--- config.mk ---
export PLATFORM = sky130hd
export DESIGN_NAME = cau_front
export DESIGN_NICKNAME = d
export VERILOG_FILES = /design/src/hw/rtl/cau_pkg.sv /design/src/hw/rtl/cau_front.sv
export SDC_FILE = /design/constraint.sdc
export NUM_CORES = 2
export LEC_CHECK = 0
export BUFFER_PORTS_ARGS = -buffer_cell sky130_fd_sc_hd__clkbuf_2
export CAP_MARGIN = 20
export CORE_MARGIN = 2
export CORE_UTILIZATION = 50
export DETAILED_ROUTE_END_ITERATION = 10
export GPL_ROUTABILITY_DRIVEN = 0
export PLACE_DENSITY = 0.66
export SLEW_MARGIN = 20
export SYNTH_ARGS = -nofsm -noshare
export SYNTH_HDL_FRONTEND = slang
export SYNTH_SLANG_ARGS = --single-unit
--- constraint.sdc ---
create_clock -name aclk -period 18.7 [get_ports aclk]
set_input_delay 2.805 -clock aclk [delete_from_list [all_inputs] [get_ports aclk]]
set_output_delay 2.805 -clock aclk [all_outputs]
set_load 0.05 [all_outputs]
--- src/hw/rtl/cau_pkg.sv ---
package cau_pkg;

    localparam int DATA_WIDTH = 16;
    localparam int FRAC_BITS  = 8;

    // product width, signed sum width, quotient width, divider remainder width
    localparam int PW  = 2 * DATA_WIDTH;
    localparam int SW  = 2 * DATA_WIDTH + 2;
    localparam int QW  = DATA_WIDTH + 1;
    localparam int WW  = 2 * DATA_WIDTH + FRAC_BITS + QW;
    // one overflow check stage plus one stage per quotient bit
    localparam int NDS = QW + 1;

    typedef enum logic [1:0] {
        MODE_ADD = 2'd0,
        MODE_SUB = 2'd1,
        MODE_MUL = 2'd2,
        MODE_DIV = 2'd3
    } mode_t;

    typedef enum logic [1:0] {
        ST_OK   = 2'd0,
        ST_SAT  = 2'd1,
        ST_DIV0 = 2'd2
    } status_t;

    // sign-magnitude item as it runs through the divider and into the output stage
    typedef struct packed {
        logic          is_div;
        logic          div0;
        logic          neg_re;
        logic          neg_im;
        logic          ovf_re;
        logic          ovf_im;
        logic [PW-1:0] den;
        logic [WW-1:0] rem_re;
        logic [WW-1:0] rem_im;
        logic [QW-1:0] q_re;
        logic [QW-1:0] q_im;
    } dv_t;

endpackage

--- src/hw/rtl/cau_front.sv ---
module cau_front (
    input  logic                                  aclk,
    input  logic                                  aresetn,
    input  logic                                  s_valid,
    output logic                                  s_ready,
    input  logic [1:0]                            s_mode,
    input  logic signed [cau_pkg::DATA_WIDTH-1:0] s_first_real,
    input  logic signed [cau_pkg::DATA_WIDTH-1:0] s_first_imag,
    input  logic signed [cau_pkg::DATA_WIDTH-1:0] s_second_real,
    input  logic signed [cau_pkg::DATA_WIDTH-1:0] s_second_imag,
    output logic                                  dv_valid,
    output cau_pkg::dv_t                          dv_data,
    input  logic                                  dv_ready
);
    import cau_pkg::*;

    logic rdy1, rdy2, rdy3;
    logic v1_reg, v2_reg, v3_reg;

    // stage 1: products
    mode_t                  mode1_reg;
    logic signed [DATA_WIDTH-1:0] a1_reg, b1_reg, c1_reg, d1_reg;
    logic signed [PW-1:0]   ac1_reg, bd1_reg, ad1_reg, bc1_reg, cc1_reg, dd1_reg;
    logic signed [PW-1:0]   ac_next, bd_next, ad_next, bc_next, cc_next, dd_next;
    logic                   zero1_reg;

    // stage 2: sums
    mode_t                  mode2_reg;
    logic                   zero2_reg;
    logic signed [SW-1:0]   re2_reg, im2_reg, re2_next, im2_next;
    logic [PW-1:0]          den2_reg;

    // stage 3: sign and magnitude
    dv_t                    dv3_reg, dv3_next;

    assign rdy3    = !v3_reg || dv_ready;
    assign rdy2    = !v2_reg || rdy3;
    assign rdy1    = !v1_reg || rdy2;
    assign s_ready = rdy1;

    assign ac_next = PW'(s_first_real) * PW'(s_second_real);
    assign bd_next = PW'(s_first_imag) * PW'(s_second_imag);
    assign ad_next = PW'(s_first_real) * PW'(s_second_imag);
    assign bc_next = PW'(s_first_imag) * PW'(s_second_real);
    assign cc_next = PW'(s_second_real) * PW'(s_second_real);
    assign dd_next = PW'(s_second_imag) * PW'(s_second_imag);

    always_comb begin
        unique case (mode1_reg)
            MODE_ADD: begin
                re2_next = SW'(a1_reg) + SW'(c1_reg);
                im2_next = SW'(b1_reg) + SW'(d1_reg);
            end
            MODE_SUB: begin
                re2_next = SW'(a1_reg) - SW'(c1_reg);
                im2_next = SW'(b1_reg) - SW'(d1_reg);
            end
            MODE_MUL: begin
                re2_next = SW'(ac1_reg) - SW'(bd1_reg);
                im2_next = SW'(ad1_reg) + SW'(bc1_reg);
            end
            default: begin
                re2_next = SW'(ac1_reg) + SW'(bd1_reg);
                im2_next = SW'(bc1_reg) - SW'(ad1_reg);
            end
        endcase
    end

    always_comb begin
        logic [SW-1:0] mag_re, mag_im, m_re, m_im;
        mag_re = re2_reg[SW-1] ? SW'(-re2_reg) : SW'(re2_reg);
        mag_im = im2_reg[SW-1] ? SW'(-im2_reg) : SW'(im2_reg);
        m_re   = (mode2_reg == MODE_MUL) ? (mag_re >> FRAC_BITS) : mag_re;
        m_im   = (mode2_reg == MODE_MUL) ? (mag_im >> FRAC_BITS) : mag_im;
        dv3_next.is_div = (mode2_reg == MODE_DIV);
        dv3_next.div0   = (mode2_reg == MODE_DIV) && zero2_reg;
        dv3_next.neg_re = re2_reg[SW-1];
        dv3_next.neg_im = im2_reg[SW-1];
        dv3_next.den    = den2_reg;
        dv3_next.rem_re = WW'(mag_re) << FRAC_BITS;
        dv3_next.rem_im = WW'(mag_im) << FRAC_BITS;
        if (mode2_reg == MODE_DIV) begin
            dv3_next.ovf_re = 1'b0;
            dv3_next.ovf_im = 1'b0;
            dv3_next.q_re   = '0;
            dv3_next.q_im   = '0;
        end else begin
            dv3_next.ovf_re = |m_re[SW-1:QW];
            dv3_next.ovf_im = |m_im[SW-1:QW];
            dv3_next.q_re   = m_re[QW-1:0];
            dv3_next.q_im   = m_im[QW-1:0];
        end
    end

    always_ff @(posedge aclk) begin
        if (!aresetn) begin
            v1_reg <= 1'b0;
            v2_reg <= 1'b0;
            v3_reg <= 1'b0;
        end else begin
            if (rdy1) v1_reg <= s_valid;
            if (rdy2) v2_reg <= v1_reg;
            if (rdy3) v3_reg <= v2_reg;
        end
    end

    always_ff @(posedge aclk) begin
        if (rdy1 && s_valid) begin
            mode1_reg <= mode_t'(s_mode);
            a1_reg    <= s_first_real;
            b1_reg    <= s_first_imag;
            c1_reg    <= s_second_real;
            d1_reg    <= s_second_imag;
            ac1_reg   <= ac_next;
            bd1_reg   <= bd_next;
            ad1_reg   <= ad_next;
            bc1_reg   <= bc_next;
            cc1_reg   <= cc_next;
            dd1_reg   <= dd_next;
            zero1_reg <= (s_second_real == '0) && (s_second_imag == '0);
        end
        if (rdy2 && v1_reg) begin
            mode2_reg <= mode1_reg;
            zero2_reg <= zero1_reg;
            re2_reg   <= re2_next;
            im2_reg   <= im2_next;
            den2_reg  <= PW'($unsigned(cc1_reg)) + PW'($unsigned(dd1_reg));
        end
        if (rdy3 && v2_reg) begin
            dv3_reg <= dv3_next;
        end
    end

    assign dv_valid = v3_reg;
    assign dv_data  = dv3_reg;

endmodule

==> impl_summary.txt <==
----------------------------------------------------
[Clock network]
  Worst-path clk slew ... 0.06 ns
  CTS hold repair buffers ... 0
  Number of buffers on the longest clock path ... 3
  H-tree depth reported by CTS ... 2
  Total clock sinks ... about 500
  CTS tree ... yes
  Count of instances resized after the clock tree is built ... 0
  Clock Tree Root ... clkbuf_16
  Total setup buffers inserted after CTS ... 0
  Clock buffers created by TritonCTS ... 57
  Worst-Skew Late Latency ... slightly above 0.7 ns

[Timing]
  Final Cycle Share ... around half
  Shortest period the worst path allows ... between 9 and 10 ns
  Max Freq ... 0.108 GHz
  Worst slack on hold paths ... 0.410 ns
  Finish-stage setup viols ... 0
  Relative slew margins ... 20.3%
  Worst Max-Slew Pin Slew ... roughly 1.2 ns
  Count of endpoints failing hold in the final timing report ... 0
  Aggregate negative setup slack ... 0 ns
  Final number of max-transition violations ... 0
  Unrepaired setup endpoints after global routing ... false
  Clock tree skew after final layout ... 0.0354 ns

[Setup path]
  Capturing element type of the critical path ... flip-flop
  Slowest Stage Delay on Critical Path ... 0.54 ns
  Critical-path maximum fanout ... 34
  CP Class ... input pin to flip-flop
  Kind of launch point of the worst setup path ... input pin
  Cell with the largest stage delay on the worst path ... fa_1
  Worst reg2reg path depth ... 18
  Data required time at the worst endpoint ... between 15 and 20 ns
  Cell chain of the critical path ... clkbuf_2 > buf_4 > buf_4 > and2_1 > fa_1 > inv_1 > fa_1 > fa_1 > fa_1 > inv_1 > fa_1 > fa_1 > ha_1 > a21o_1 > a21o_1 > a2111oi_0 > nor3_1 > o21bai_1 > o21a_1 > o21ai_0 > o221ai_1 > mux2i_1 > o211ai_1
  CP arrival ... a little under 10 ns
  Top cell by count, worst path ... fa_1

[Finish]
  Most common cell after layout, fill and taps aside ... inv_1
  Highest-count cells in the layout ignoring fill and taps ... 1,909 x inv_1, 1,520 x fa_1, 809 x nand2_1
  Fraction of layout instances using a drive strength above 1 ... 5.10%
  Number of flip-flops in the largest register ... 140
  Area growth from synthesis to final layout ... 6.15%
  Final net count ... 10,847

[Logic synthesis]
  EDFF count, synth ... around 500
  Most common flop cell mapped by yosys ... edfxtp_1
  Synth unique cells ... slightly below 90
  Avg Synthesized Cell Area ... just under 10 µm²
  Share of async-settable or async-resettable flops after synthesis ... 0%
  Count of warnings emitted by yosys ... 0
  Number of flip-flops and latches in the synthesized netlist ... between 400 and 500
  Fraction of the yosys area taken by sequential cells ... 17.9%
  Mapped cell area ... ~84,000 µm²
  Instance count of the mapped netlist ... around 8,600

[Die]
  Chip Width ... slightly above 400 µm
  Starting Density ... about half
  Core box area ... between 150,000 and 200,000 µm²
  Vertical die dimension ... roughly 410 µm
  Count of standard-cell rows ... 150
  Die area ... between 150,000 and 200,000 µm²
  Top-level I/O count ... ~260

[Detailed routing]
  Detailed-routing iteration count for the pre-antenna-repair pass ... 5
  Post-DR vias/cell ... 5.46
  Number of antenna-violating nets in the routed design ... 0
  First-iteration detailed-routing DRC count ... 4,562
  Number of vias in the routed layout ... a little under 60,000
  Number of DRC violations after detailed routing ... 0
  Wire length per cell ... 19.7 µm
  Total wire length ... between 200,000 and 250,000 µm

[Job]
  Max-capacitance violation count ... 0

[Placed design]
  Number of input and output port buffers inserted ... around 210
  Final HPWL DP ... 167,000 µm

[Run status]
  Outcome ... complete, no violations

[Global route]
  Largest net degree at the start of global routing ... 150
  Global-route usage over all layers ... between 20% and 30%
  Gr ovfl total ... 0
  Initial antenna violation count ... 18
  Wire length of the first global-routing pass ... 342,000 µm
  Via count of the first global-routing pass ... roughly 60,000

[Worst hold path]
  Hold crit path type ... flip-flop to flip-flop
  Count of cells along the worst hold path ... 0

----------------------------------------------------
[synth_stat cells, drive strengths merged (38+ instances only)]
cell type | count | area share, %
nand3 | 53 | 0.32
buf | 65 | 0.51
nand2 | 809 | 3.6
o21bai | 42 | 0.38
a21oi | 265 | 1.6
inv | 1909 | 8.6
nor2b | 40 | 0.30
clkbuf | 314 | 1.4
xor2 | 116 | 1.2
a21o | 138 | 1.2
a31oi | 44 | 0.33
ha | 680 | 10
fa | 1520 | 36
nor3 | 85 | 0.53
edfxtp | 496 | 18
o21a | 45 | 0.40
and2 | 557 | 4.2
nand2b | 67 | 0.50
o21ai | 219 | 1.3
o31ai | 38 | 0.34
nor2 | 321 | 1.4
xnor2 | 330 | 3.5
[cells by family after synthesis]
group | after synthesis | synth area share [%]
buffers and inverters | 2292 | 10.5
adders and majority gates | 2200 | 46.6
and+or+nand+nor | 2099 | 12.3
AOI/OAI and AO/OA | 1016 | 7.81
DFF | 499 | 17.9
xor gates and xnor gates | 446 | 4.68
muxes | 13 | 0.157
other | 1 | 0.00449
[worst max-delay path, delay by kind of cell]
kind / cells / cell delay [ns]
fa+ha+maj: 7 / 3.16
compound gates: 8 / 2.03
buf+inv: 5 / 1.06
simple gates: 2 / 0.35
mux: 1 / 0.22
[path summary, 6_finish.rpt]
check                                 startpoint      endpoint  slack, ns
worst max register to register        ad1_reg[0]   im2_reg[31]      12.78
worst min register to register      den2_reg[13]  dv_data[161]       0.41
worst max-delay path            s_second_imag[1]   dd1_reg[30]       9.40
worst min-delay path                den2_reg[13]  dv_data[161]       0.41
[through the flow]
stage	instance area [µm²]	setup slack [ns]	cells	util [%]
3_3_place_gp	86500	8.81	10722	52.0
5_1_grt	88700	8.99	10831	53.3
3_5_place_dp	86500	8.75	10722	52.0
2_1_floorplan	83700	2.14	8613	-
6_report	88700	9.40	10836	53.3
4_1_cts	88700	9.50	10830	53.3
[area by class of cell]
type / count / area, µm²
sequential: 499 / 15000
tap: 2204 / 2760
fill: 14850 / 77800
clock buffer: 61 / 1440
timing repair buffer: 284 / 1620
clock inverter: 47 / 693
inverter: 1913 / 7180
multi-input combinational: 5822 / 60000
antenna: 6 / 15.0
[layer usage]
metal,GRT usage [%],vias to the layer above,share of wire (%)
li1,-,26514,-
met1,35.4,30365,41
met2,42.4,1947,48
met3,3.52,352,7.2
met4,8.65,10,3.5
met5,0,-,0.025
Power is left out: the tool's default activity adds up to more than one toggle a clock period on the data nets, which glitch-free logic cannot reach.
