File: src/hw/rtl/cau_pkg.sv
package cau_pkg;

    localparam int DATA_WIDTH = 16;
    localparam int FRAC_BITS  = 8;

    // product width, signed sum width, quotient width, divider remainder width
    localparam int PW  = 2 * DATA_WIDTH;
    localparam int SW  = 2 * DATA_WIDTH + 2;
    localparam int QW  = DATA_WIDTH + 1;
    localparam int WW  = 2 * DATA_WIDTH + FRAC_BITS + QW;
    // one overflow check stage plus one stage per quotient bit
    localparam int NDS = QW + 1;

    typedef enum logic [1:0] {
        MODE_ADD = 2'd0,
        MODE_SUB = 2'd1,
        MODE_MUL = 2'd2,
        MODE_DIV = 2'd3
    } mode_t;

    typedef enum logic [1:0] {
        ST_OK   = 2'd0,
        ST_SAT  = 2'd1,
        ST_DIV0 = 2'd2
    } status_t;

    // sign-magnitude item as it runs through the divider and into the output stage
    typedef struct packed {
        logic          is_div;
        logic          div0;
        logic          neg_re;
        logic          neg_im;
        logic          ovf_re;
        logic          ovf_im;
        logic [PW-1:0] den;
        logic [WW-1:0] rem_re;
        logic [WW-1:0] rem_im;
        logic [QW-1:0] q_re;
        logic [QW-1:0] q_im;
    } dv_t;

endpackage

File: src/hw/rtl/cau_out.sv
module cau_out (
    input  logic                                  aclk,
    input  logic                                  aresetn,
    input  logic                                  up_valid,
    input  cau_pkg::dv_t                          up_data,
    output logic                                  up_ready,
    output logic                                  m_valid,
    input  logic                                  m_ready,
    output logic signed [cau_pkg::DATA_WIDTH-1:0] m_result_real,
    output logic signed [cau_pkg::DATA_WIDTH-1:0] m_result_imag,
    output logic [1:0]                            m_status
);
    import cau_pkg::*;

    localparam logic [QW-1:0] LIM_POS = (QW'(1) << (DATA_WIDTH - 1)) - QW'(1);
    localparam logic [QW-1:0] LIM_NEG = QW'(1) << (DATA_WIDTH - 1);

    logic                  valid_reg;
    logic [DATA_WIDTH-1:0] re_reg, im_reg, re_next, im_next;
    status_t               status_reg, status_next;

    assign up_ready = !valid_reg || m_ready;

    always_comb begin
        logic [QW-1:0] lim_re, lim_im, mag_re, mag_im, val_re, val_im;
        logic          sat_re, sat_im;
        lim_re = up_data.neg_re ? LIM_NEG : LIM_POS;
        lim_im = up_data.neg_im ? LIM_NEG : LIM_POS;
        sat_re = up_data.ovf_re || (up_data.q_re > lim_re);
        sat_im = up_data.ovf_im || (up_data.q_im > lim_im);
        mag_re = sat_re ? lim_re : up_data.q_re;
        mag_im = sat_im ? lim_im : up_data.q_im;
        val_re = up_data.neg_re ? QW'(-mag_re) : mag_re;
        val_im = up_data.neg_im ? QW'(-mag_im) : mag_im;
        if (up_data.div0) begin
            re_next     = '0;
            im_next     = '0;
            status_next = ST_DIV0;
        end else begin
            re_next     = val_re[DATA_WIDTH-1:0];
            im_next     = val_im[DATA_WIDTH-1:0];
            status_next = (sat_re || sat_im) ? ST_SAT : ST_OK;
        end
    end

    always_ff @(posedge aclk) begin
        if (!aresetn) begin
            valid_reg <= 1'b0;
        end else if (up_ready) begin
            valid_reg <= up_valid;
        end
    end

    always_ff @(posedge aclk) begin
        if (up_ready && up_valid) begin
            re_reg     <= re_next;
            im_reg     <= im_next;
            status_reg <= status_next;
        end
    end

    assign m_valid       = valid_reg;
    assign m_result_real = $signed(re_reg);
    assign m_result_imag = $signed(im_reg);
    assign m_status      = status_reg;

endmodule

File: config.mk
export PLATFORM = sky130hd
export DESIGN_NAME = cau_out
export DESIGN_NICKNAME = d
export VERILOG_FILES = /design/src/hw/rtl/cau_pkg.sv /design/src/hw/rtl/cau_out.sv
export SDC_FILE = /design/constraint.sdc
export NUM_CORES = 1
export LEC_CHECK = 0
export BUFFER_PORTS_ARGS = -buffer_cell sky130_fd_sc_hd__buf_2
export CORE_ASPECT_RATIO = 0.7
export CORE_MARGIN = 5
export CORE_UTILIZATION = 41
export CTS_CLUSTER_DIAMETER = 200
export DETAILED_ROUTE_END_ITERATION = 10
export GPL_TIMING_DRIVEN = 0
export PLACE_DENSITY = 0.82
export SLEW_MARGIN = 10
export SYNTH_ARGS = -nofsm -noshare
export SYNTH_HDL_FRONTEND = slang
export SYNTH_SLANG_ARGS = --single-unit
File: constraint.sdc
create_clock -name aclk -period 4 [get_ports aclk]
set_input_delay 0.2 -clock aclk [delete_from_list [all_inputs] [get_ports aclk]]
set_output_delay 0.2 -clock aclk [all_outputs]
set_load 0.02 [all_outputs]
==> results.md, run 1 <==
- Total I/O pin count: 226
- Setup WS pre-CTS: -0.499 ns
- Peak VDD IR: 201 µV
- Multiplexer share of the synthesized area: 3.30%
- First DRT Iteration DRCs: 255
- Number of buffers inserted during clock tree synthesis: 5
- Combinational family with the most area after synthesis: compound AO/OA/AOI/OAI gates
- Largest net degree at the start of global routing: 35
- Reported leakage power: 1.54 nW
- Core occupancy in the finished layout: approximately half
- Number of iterations in the first detailed-routing pass: 5
- Library cell used as clock root buffer: clkbuf_8
- Fraction of final layout cells sized beyond drive strength 1: 26.5%
- Actual slew at the worst max-slew pin: 0.826 ns
- Count of input and output buffers: 78
- Share of the clock period used by the worst path: a little over nine tenths
- Clock latency on the worst-skew pair: 0.28 ns
- Synth Area per Inst: 8.92 µm²
- Filler cell count in the final layout: a little under 700
- Synth Instances: 340
- Required time of the critical path: between 4 and 5 ns
- Pint: around 0.74 mW
- Distinct cell type count after synthesis: 50
- Vias per inst: 5.95
- H-tree depth reported by CTS: 2
- Xor-xnor portion of the synthesized cell area: 0.289%
- Area share of the leading cell type in the synthesized netlist: 33.7%
- Overall die area: 0.00924 mm²
- Antenna violations before repair: 0
- Overflow left after global routing: 0
- Count of final setup violators: 0
- # Max-Cap Violations: 0
- Net count of the mapped netlist: about 560
- Post-route total power: roughly 1.1 mW
- Global-route wire length before repair: 14500 µm
- Fraction of power consumed by combinational cells: 29.9%
- Vias: around 3.1k
- Count of endpoints failing hold in the final timing report: 0
- Cell area after synthesis: 0.00303 mm²
- Minimum setup slack in the final design: 0.239 ns
- Routed wire length per instance: approximately 17 µm
- Gpl congestion: 0.932
- Initial Util: between 40% and 50%
- Clock tree from TritonCTS: built
- Sequential-to-total area share from yosys stat: 34.3%
- Final Max Slew Viols: 0
- Total number of placement rows: 26
- YS warnings: 0
- Max Root-Sink Buffers: 2
- Detail Placement HPWL: 6830 µm
- Clock Pin Slew Worst Setup and Hold Paths: 0.07 ns
- Element type at the critical path start: input pin
- Drc violations: 0
- Worst Skew: 0.00180 ns
- Share of total power in sequential cells: 40.9%
- Hold slack: 0.114 ns
- GRT Resource Usage Total: 19.6%
- Crit Path Max Fanout: 18
- Number of antenna repair diodes: 0
- Switching fraction of total power: 31.7%
- Hold-fix buffer count after cts: 0
- Worst min path class: input pin to register
- R2R setup slack: 2.49 ns
- Area fraction in and, or, nand and nor cells after synthesis: 20.8%
- Switching pwr: 0.344 mW
- Number of register bits inferred by synthesis: 35
- Number of enable flip-flop cells after synthesis: 34
- Endpoint class of the critical path: register
- Most used flip-flop cell after synthesis: edfxtp_1
- Unrepaired setup endpoints after global routing: true
- Pwr/cell area: 290 mW/mm²
- Area growth, synth to finish: 23.3%
- Final net count: 654
- Status: completed
- Proportion of power drawn by the clock network: 29.2%
- Synthesized-area fraction occupied by ao, oa, aoi and oai cells: 22.6%
- Leading area contributor after synthesis: edfxtp_1
- Synth Area in Adders: 14.0%
- Share of synthesized flip-flops with an asynchronous set or reset: 0%
- Width of the die: 113 µm
- Largest cells by area after synthesis: edfxtp_1 34%, ha_1 14%, nor2_1 5.1%, a21oi_1 4.3%, o32ai_1 3.5%
- Routed Antenna Nets: 0
- Vias in the first global route: 2896
- Achievable clock frequency: roughly 0.27 GHz
- Clock tree sinks: 35
- Critical path arrival: 3.84 ns
- Overall routed net length: 9040 µm
- Final min period: 3.76 ns
- Post-route setup TNS: 0 ns
- Vertical die dimension: 81.9 µm
- Core area: a little over 0.007 mm²
- Classification of the worst setup path: input pin to register
- Relative slew margins: 44.9%
==> final timing paths <==
kind	from	end	cells past startpoint
min reg2reg	m_valid	m_valid	2
max	up_data[182]	m_result_imag[6]	19
max reg2reg	m_valid	m_result_imag[9]	2
min	up_data[184]	m_status[1]	1
==> through the flow <==
stage          std cells  instance area [µm²]
2_1_floorplan        340                 3030
3_3_place_gp         516                 3540
3_5_place_dp         516                 3550
4_1_cts              523                 3660
5_1_grt              529                 3740
6_report             529                 3740
==> worst max-delay path, stage by stage <==
cell        delay, ns
clkbuf_4         0.22
clkinvlp_4       0.20
buf_4            0.15
buf_4            0.11
ha_1             0.13
nor2b_1          0.04
o21a_1           0.16
o21a_1           0.18
o41ai_2          0.43
a21o_2           0.29
buf_4            0.20
nor2_1           0.05
a21oi_1          0.15
ha_1             0.29
nand2b_1         0.10
or4_1            0.44
nand3_1          0.11
mux2i_1          0.07
nor4_1           0.32
==> state kept, by name, indices dropped and copies added, names as in the netlist <==
register / cells
m_valid: 1
m_result_real: 16
m_status: 2
m_result_imag: 16
==> cell type report <==
| cell class | count | area, µm² | share of cell area, % |
|---|---|---|---|
| Multi-Input combinational cell | 275 | 1890 | 50.5 |
| Sequential cell | 35 | 1040 | 27.8 |
| Timing Repair Buffer | 84 | 438 | 11.7 |
| Tap cell | 98 | 123 | 3.28 |
| Buffer | 16 | 87.6 | 2.34 |
| Clock buffer | 7 | 76.3 | 2.04 |
| Inverter | 13 | 56.3 | 1.51 |
| Clock inverter | 1 | 30.0 | 0.803 |
==> metal layers <==
layer	share of wire, %	up-vias	GRT usage, %
li1	-	1505	-
met4	0.24	0	3.48
met3	10	6	5.30
met2	43	175	29.3
met5	0	-	0
met1	46	1460	28.4
==> cells in the mapped netlist, types with 3 or more instances <==
library cell,count
mux2i_1,10
a31oi_1,3
nand4_1,4
or2_2,3
clkbuf_1,8
o311ai_1,4
o211ai_1,5
nor2b_1,5
o21a_1,3
edfxtp_1,34
nand3b_1,3
a21oi_1,26
a221oi_1,8
o32ai_1,12
buf_4,3
o21ai_1,4
inv_1,11
a211oi_1,7
ha_1,34
nand2_1,20
nand2b_1,3
nor3_1,20
nor2_1,41
o21ai_0,19
a21boi_0,3
nand3_1,6
nor4_1,9
==> what timing repair did <==
item	in CTS	in global routing
setup buffers	0	6
pin swaps	0	0
setup endpoints to repair	11	11
resized for setup	3	8
==> power groups by stage <==
stage / combinational [mW] / sequential, mW / clock [mW]
after global routing: 0.361 / 0.446 / 0.341
final: 0.324 / 0.444 / 0.317
after CTS: 0.313 / 0.444 / 0.322
after floorplan: 0.153 / 0.489 / 0
after global placement: 0.297 / 0.453 / 0
after detailed placement: 0.310 / 0.452 / 0
==> kinds of logic after synthesis <==
logic type / Yosys count
xor gates and xnor gates: 1
adders and majority gates: 34
DFF: 35
AOI/OAI and AO/OA: 103
and+or+nand+nor: 127
buffers and inverters: 30
muxes: 10
==> cell usage in the layout (no fill, tap or decap), drive strengths merged, types with 5 or more instances in the layout <==
master  count
o32ai      12
mux2i      10
nor4        9
nor2       41
nand3       6
nor2b       5
clkbuf     15
edfxtp     34
ha         34
o21ai      23
or3         5
a221oi      8
inv        11
a21oi      26
o311ai      6
nand2      21
buf        91
a211oi      7
o211ai      5
nor3       20
(Power assumes the default switching activity.)
==> run 2, diff against run 1 <==
- PLACE_DENSITY: 0.82 -> 0.91
==> results.md, run 2 (synthesis gave the netlist of run 1 again) <==
- Actual slew at the worst max-slew pin: 0.819 ns (-0.00684 ns)
- Endpoint of the worst register-to-register path: m_result_real[13]
- First DRT Iteration DRCs: 336 (+32%)
- Most common cell after layout, fill and taps aside: buf_2
- Number of buffers inserted during clock tree synthesis: 5 (unchanged)
- Reported leakage power: 1.54 nW (-0.16%)
- Antenna violations before repair: 0 (unchanged)
- Crit Path Max Fanout: 17 (-1)
- GRT Resource Usage Total: 20.1% (+0.56 points)
- Width of the die: 113 µm (unchanged)
- Core area: 0.00725 mm² (unchanged)
- Area growth, synth to finish: 22.6%
- Required time of the critical path: 4.12 ns (+0.04 ns)
- Overall routed net length: 9510 µm (+5.1%)
- Total area of sequential cells: 0.00104 mm² (unchanged)
- Drc violations: 0 (unchanged)
- Library cell used as clock root buffer: clkbuf_8
- Final net count: 653 (-0.15%)
- Cells along the critical path: clkbuf_4 -> clkinv_2 -> ha_1 -> nand4b_1 -> nor4_4 -> nor2_1 -> o22a_1 -> o21ai_4 -> clkbuf_4 -> nand2_1 -> o21ai_0 -> ha_1 -> inv_1 -> o311ai_0 -> o21ai_0 -> a221oi_2
- Path depth of the worst reg2reg path: 2 (unchanged)
- Count of input and output buffers: 78 (unchanged)
- Worst min path class: input pin to register
- Cell area after layout: 0.00372 mm² (-0.60%)
- Multi-input gate area: 0.00188 mm² (-0.20%)
- Minimum setup slack in the final design: 0.195 ns (-0.0443 ns)
- Worst reg2reg startpoint: m_valid
- Post-route setup TNS: 0 ns (unchanged)
- Status: completed
- Number of buffer and inverter stages on the critical path: 4 (-1)
- H-tree depth reported by CTS: 2 (unchanged)
- Overall die area: 0.00924 mm² (unchanged)
- Detail Placement HPWL: 7170 µm (+5.0%)
- Initial Util: 41.8% (unchanged)
- Unrepaired setup endpoints after global routing: true
- Routed wire length per instance: 18.0 µm (+5.3%)
- Family of cells with the greatest summed delay on the critical path: compound AO/OA/AOI/OAI gates
- Peak VDD IR: 180 µV (-11%)
- Total I/O pin count: 226 (unchanged)
- R2R setup slack: 2.49 ns (about the same)
- Worst Hold Path Cells: 1 (unchanged)
- Layout Cells excl Fill: 528 (-0.19%)
- # Max-Cap Violations: 0 (unchanged)
- Clock tree sinks: 35 (unchanged)
- Largest net degree at the start of global routing: 35 (unchanged)
- Vias: 3233 (+2.8%)
- Relative slew margins: 45.4% (+0.46 points)
- Slowest Stage Delay on Critical Path: 0.37 ns (-0.07 ns)
- Clock tree from TritonCTS: built
- Hold-fix buffer count after cts: 0 (unchanged)
- Count of final setup violators: 0 (unchanged)
- Clock latency on the worst-skew pair: 0.30 ns (+0.02 ns)
- Worst min-delay path endpoint: m_status[1]
- Filler cell count in the final layout: 662 (-4.3%)
- Standard cell area after detailed placement: 0.00355 mm² (unchanged)
- Share of the clock period used by the worst path: 95.1% (+1.1 points)
- Slowest stage cell on the critical path: ha_1
- Dpl cells: 516 (unchanged)
- Vias per inst: 6.12 (+3.0%)
- Global-route wire length before repair: 14800 µm (+2.1%)
- Number of antenna repair diodes: 0 (unchanged)
- Post-route total power: 1.05 mW (-3.2%)
- Count of endpoints failing hold in the final timing report: 0 (unchanged)
- Final min period: 3.81 ns (+0.0443 ns)
- Vertical die dimension: 81.9 µm (unchanged)
- Endpoint class of the critical path: register
- Worst Skew: 0.00924 ns (+0.00745 ns)
- Total number of placement rows: 26 (unchanged)
- Top library cells by usage in the layout, fill and taps aside: 77 x buf_2, 41 x nor2_1, 34 x ha_1, 34 x edfxtp_1, 26 x a21oi_1
- Fraction of final layout cells sized beyond drive strength 1: 25.8% (-0.64 points)
- Element type at the critical path start: input pin
- Pwr/cell area: 282 mW/mm² (-2.6%)
- Max Root-Sink Buffers: 2 (unchanged)
- Setup WS pre-CTS: -0.634 ns (-0.134 ns)
- Overflow left after global routing: 0 (unchanged)
- Hold slack: 0.106 ns (-0.00835 ns)
- Gpl congestion: 0.906 (-2.9%)
- Critical path arrival: 3.93 ns (+0.09 ns)
- Routed Antenna Nets: 0 (unchanged)
- Number of iterations in the first detailed-routing pass: 5 (unchanged)
- Core occupancy in the finished layout: 51.2% (-0.31 points)
- Clock Pin Slew Worst Setup and Hold Paths: 0.08 ns (about the same)
- Hold Crit Start: up_data[184]
- Final Max Slew Viols: 0 (unchanged)
- Vias in the first global route: 3072 (+6.1%)
- Achievable clock frequency: 0.263 GHz (-1.2%)
- Classification of the worst setup path: input pin to register
run 2: layout make-up:
cell class	instances	area share, %
buffer	16	2.42
timing repair buffer	83	11.6
clock buffer	7	2.32
tap	98	3.30
inverter	13	1.48
clock inverter	1	0.135
multi-input combinational	275	50.7
sequential	35	28.0
run 2: worst reg2reg max path, cell delays in order (launching register included):
cell	delay (ns)
dfxtp_1	0.31
nand2b_1	0.10
and2_2	0.70
run 2: layer usage:
layer  track usage [%]  share of wire (%)  wire, µm
met5                 0                  0         0
met4              5.88                1.8       169
met1              26.6                 42      4030
met2              32.0                 45      4280
met3              5.96                 11      1030
run 2: worst max path at each step:
stage / from / to / depth (start not counted)
2_1_floorplan: up_data[182] / m_result_imag[6] / 17
3_3_place_gp: up_data[183] / m_result_real[6] / 16
3_5_place_dp: up_data[183] / m_result_real[6] / 16
4_1_cts: up_data[183] / m_result_real[6] / 16
5_1_grt: up_data[183] / m_result_real[8] / 16
6_report: up_data[183] / m_result_real[6] / 16
run 2: what timing repair did:
item,CTS,global route
setup endpoints to repair,7,11
gates resized for setup,2,8
buffers inserted,0,5
run 2: report_power, final:
part	switching [mW]	internal, mW
logic	0.210	0.117
clock network	0.137	0.139
registers	0.00836	0.437
